File: src/hw/rtl/rti_fifo.sv
module rti_fifo #(
   parameter int W     = 8,
   parameter int DEPTH = 4
) (
   input  logic         clock,
   input  logic         reset,
   input  logic         push,
   input  logic [W-1:0] push_data,
   output logic         full,
   input  logic         pop,
   output logic [W-1:0] pop_data,
   output logic         empty
);

   localparam int PTR_W = (DEPTH > 2) ? $clog2(DEPTH) : 1;
   localparam int CNT_W = $clog2(DEPTH + 1);

   logic [W-1:0]     mem [DEPTH];
   logic [PTR_W-1:0] wr_ptr_ff, wr_ptr_in;
   logic [PTR_W-1:0] rd_ptr_ff, rd_ptr_in;
   logic [CNT_W-1:0] count_ff, count_in;

   assign full     = (count_ff == CNT_W'(DEPTH));
   assign empty    = (count_ff == '0);
   assign pop_data = mem[rd_ptr_ff];

   always_comb begin
      wr_ptr_in = wr_ptr_ff;
      rd_ptr_in = rd_ptr_ff;
      count_in  = count_ff;
      if (push) begin
         wr_ptr_in = (wr_ptr_ff == PTR_W'(DEPTH - 1)) ? '0 : wr_ptr_ff + 1'b1;
      end
      if (pop) begin
         rd_ptr_in = (rd_ptr_ff == PTR_W'(DEPTH - 1)) ? '0 : rd_ptr_ff + 1'b1;
      end
      if (push && !pop) begin
         count_in = count_ff + 1'b1;
      end else if (pop && !push) begin
         count_in = count_ff - 1'b1;
      end
   end

   always_ff @(posedge clock) begin
      if (reset) begin
         wr_ptr_ff <= '0;
         rd_ptr_ff <= '0;
         count_ff  <= '0;
      end else begin
         wr_ptr_ff <= wr_ptr_in;
         rd_ptr_ff <= rd_ptr_in;
         count_ff  <= count_in;
      end
   end

   always_ff @(posedge clock) begin
      if (push) begin
         mem[wr_ptr_ff] <= push_data;
      end
   end

endmodule

File: config.mk
export PLATFORM = sky130hd
export DESIGN_NAME = rti_fifo
export DESIGN_NICKNAME = d
export VERILOG_FILES = /design/src/hw/rtl/rti_fifo.sv
export SDC_FILE = /design/constraint.sdc
export NUM_CORES = 1
export LEC_CHECK = 0
export BUFFER_PORTS_ARGS = -buffer_cell sky130_fd_sc_hd__buf_2
export CELL_PAD_IN_SITES_DETAIL_PLACEMENT = 0
export CELL_PAD_IN_SITES_GLOBAL_PLACEMENT = 1
export CORE_MARGIN = 3
export CORE_UTILIZATION = 42
export CTS_CLUSTER_DIAMETER = 50
export CTS_CLUSTER_SIZE = 16
export DETAILED_ROUTE_END_ITERATION = 12
export PLACE_DENSITY_LB_ADDON = 0.08
export SETUP_SLACK_MARGIN = 0.4
export SLEW_MARGIN = 20
export SYNTH_ARGS = -nofsm -noshare
export SYNTH_HDL_FRONTEND = slang
export SYNTH_SLANG_ARGS = --single-unit
File: constraint.sdc
create_clock -name clock -period 1.6 [get_ports clock]
set_input_delay 0.32 -clock clock [delete_from_list [all_inputs] [get_ports clock]]
set_output_delay 0.32 -clock clock [all_outputs]
set_load 0.02 [all_outputs]
==> results_dict.tcl <==
set metrics [dict create \
    post_drt_wl_per_cell_um 14.38 \
    dieArea_sq_um 4581 \
    via_per_inst 4.917 \
    synth_nets 105 \
    clock_skew_ns 0.006917 \
    dr.pass1.iters 2 \
    htreeDepth 2 \
    synthCells 86 \
    violations "negative setup slack" \
    synth_edf_count 32 \
    synth.distinct_cells 17 \
    grt_usage_pct 12.24 \
    finalCritPeriodShare_pct 110.1 \
    fin_nets 140 \
    synth_area_per_cell_sq_um 18.58 \
    clock_path_buffers 2 \
    start_util_pct 45.72 \
    num_antenna_cells 0 \
    worst_slack_ns -0.1612 \
    combPwrFrac_pct 15.4 \
    clockRootBuffer "clkbuf_8" \
    crit_type "flop to output port" \
    synth_top_area_share_pct 60.14 \
    start_kind "flop" \
    cp.arrival_ns 1.44 \
    synth_area_leaders "edfxtp_1 60%, dfxtp_1 11%, mux4_2 11%" \
    postSynth.asyncResetShare_pct 0 \
    clk_latency_ns 0.29 \
    yosys_warnings 0 \
    power_frac_seq_pct 52.3 \
    path_max_fanout 8 \
    worst-slew-pin-transition_ns 0.1592 \
    status "finished, violations left" \
    holdWs_ns 0.2380 \
    r2r-end "count_ff[2]" \
    timing.fmax_mhz 567.8 \
    syn-cell-area_sq_um 1598 \
    cts.sinks 41 \
    leakage_nw 0.7719 \
    r2r_slack_ns 0.25 \
    post-route-min-period_ns 1.761 \
    p_switching_uw 539.3 \
    pin_count 22 \
    grt_pass1_wl_um 3877 \
    rr_worst_depth 4 \
    syn_to_final_growth_pct 29.29 \
    dpl_worst_slack_ns -0.1096 \
    synth.most_common_cell "edfxtp_1" \
    hold_viol 0 \
    antenna_found_initial 0 \
    power.internal_mw 1.859 \
    yosysTopAreaCell "edfxtp_1" \
    cts_tree "yes" \
    clockPowerShare_pct 32.3 \
    synth_ff_type "edfxtp_1" \
    globalplace.congestion 0.6553 \
    finalMaxSlewViolations 0 \
    place_area_sq_um 1853 \
    die_h_um 67.68 \
    port_buffers 21 \
    crit_path_end_kind "output port" \
    maxSlewHeadroom_pct 89.36 \
    rsz0062_at_grt "yes" \
    drtAntennaViolNets 0 \
    synthTopCellsByCount "32 x edfxtp_1, 9 x dfxtp_1, 8 x mux4_2, 7 x nor2_1, 6 x ha_1" \
    grt_overflow 0 \
    max_cap_violations 0 \
    required_ns 1.28 \
    p_sw_share_pct 22.49 \
    fill_cells 279 \
    ir_drop_v 0.0005114 \
    std_cell_rows 21 \
    hpwl_um 1695 \
    grt_max_degree 13 \
    synth-seq-cells 41 \
    grt_pass1_vias 833 \
    totalWireLength_um 2416 \
    drc_errors 0 \
    layout-drive-gt1-share_pct 49.18 \
    clk_pin_slew_ns 0.08 \
    fp.dieW_um 67.68 \
    ys_seq_area_share_pct 71.42 \
    drt_iter0_markers 50 \
    core-area_sq_um 3495 \
    design_area_sq_um 2066 \
    setup_viol_count_final 8 \
    power.density_nw_per_um2 1161 \
    endpoint "pop_data[1]" \
    holdCritPathClass "input port to flop" \
    tns_ns -1.199 \
    ctsHoldBuffers 0 \
    vias 826 \
    rr_startpoint "count_ff[0]" \
    final_util_pct 59.11 \
    cts_buffers 5 \
]
state kept, by name (all words and copies together) (netlist names), named ones only:
| name | flops |
|---|---|
| mem | 32 |
| count_ff | 3 |
| rd_ptr_ff | 2 |
| wr_ptr_ff | 2 |
worst min-delay path by stage:
| stage | startpoint | end | slack [ns] | depth (start not counted) |
|---|---|---|---|---|
| floorplan | reset | count_ff[1] | 0.39 | 1 |
| global placement | count_ff[2] | count_ff[2] | 0.49 | 2 |
| detailed placement | count_ff[2] | count_ff[2] | 0.51 | 2 |
| CTS | push_data[6] | mem[0][6] | 0.23 | 1 |
| global route | push_data[6] | mem[0][6] | 0.24 | 1 |
| finish | push_data[6] | mem[0][6] | 0.24 | 1 |
layout by cell type (no fill, tap or decap), types with 2 or more instances in the layout:
cell type,n
a21oi_1,2
and2_1,3
buf_2,10
buf_4,8
buf_6,10
clkbuf_8,6
dfxtp_1,3
dfxtp_2,3
dfxtp_4,3
edfxtp_1,32
ha_1,4
inv_2,2
mux2i_1,4
mux4_2,8
nor2_1,7
xor2_1,2
power groups by stage:
stage	registers (mW)	logic, mW	clock network [mW]
4_1_cts	1.26	0.370	0.788
3_5_place_dp	1.27	0.318	0
6_report	1.25	0.370	0.773
3_3_place_gp	1.27	0.308	0
2_1_floorplan	1.26	0.205	0
5_1_grt	1.26	0.405	0.830
per-layer routing:
layer | vias to the layer above | GRT usage (%) | routed length, um
li1 | 394 | - | -
met1 | 410 | 13.38 | 943
met2 | 17 | 20.53 | 1304
met3 | 5 | 3.494 | 124
met4 | 0 | 8.101 | 44
met5 | - | 0 | 0
worst max-delay path, stage by stage (launching register included):
cell and delay (ns):
dfxtp_2 0.34, buf_12 0.14, mux4_2 0.52, buf_6 0.15
logic make-up after synthesis:
| family | after synthesis | synth area share, % |
|---|---|---|
| adders and majority gates | 7 | 5.951 |
| DFF | 41 | 71.42 |
| muxes | 12 | 13.78 |
| buffers and inverters | 6 | 1.957 |
| xor gates and xnor gates | 2 | 1.097 |
| AOI/OAI and AO/OA | 3 | 0.9394 |
| and+or+nand+nor | 15 | 4.855 |
layout make-up:
| cell class | count | area [sq um] | share of cell area, % |
|---|---|---|---|
| clock buffer | 8 | 111.4 | 5.391 |
| inverter | 4 | 27.53 | 1.333 |
| multi-input combinational | 39 | 455.4 | 22.05 |
| sequential | 41 | 1156 | 55.97 |
| tap | 46 | 57.56 | 2.786 |
| timing repair buffer | 30 | 257.7 | 12.48 |
repair_timing:
item,in CTS,in global routing
pin swaps,4,2
buffers inserted,0,0
endpoints found under the setup margin,27,33
gates resized for setup,30,6
through the flow:
step | total power [mW] | std cells
floorplan | 1.464 | 86
global placement | 1.573 | 160
detailed placement | 1.588 | 160
CTS | 2.414 | 168
global route | 2.497 | 168
finish | 2.398 | 168
Power figures use the tool's default switching activity.
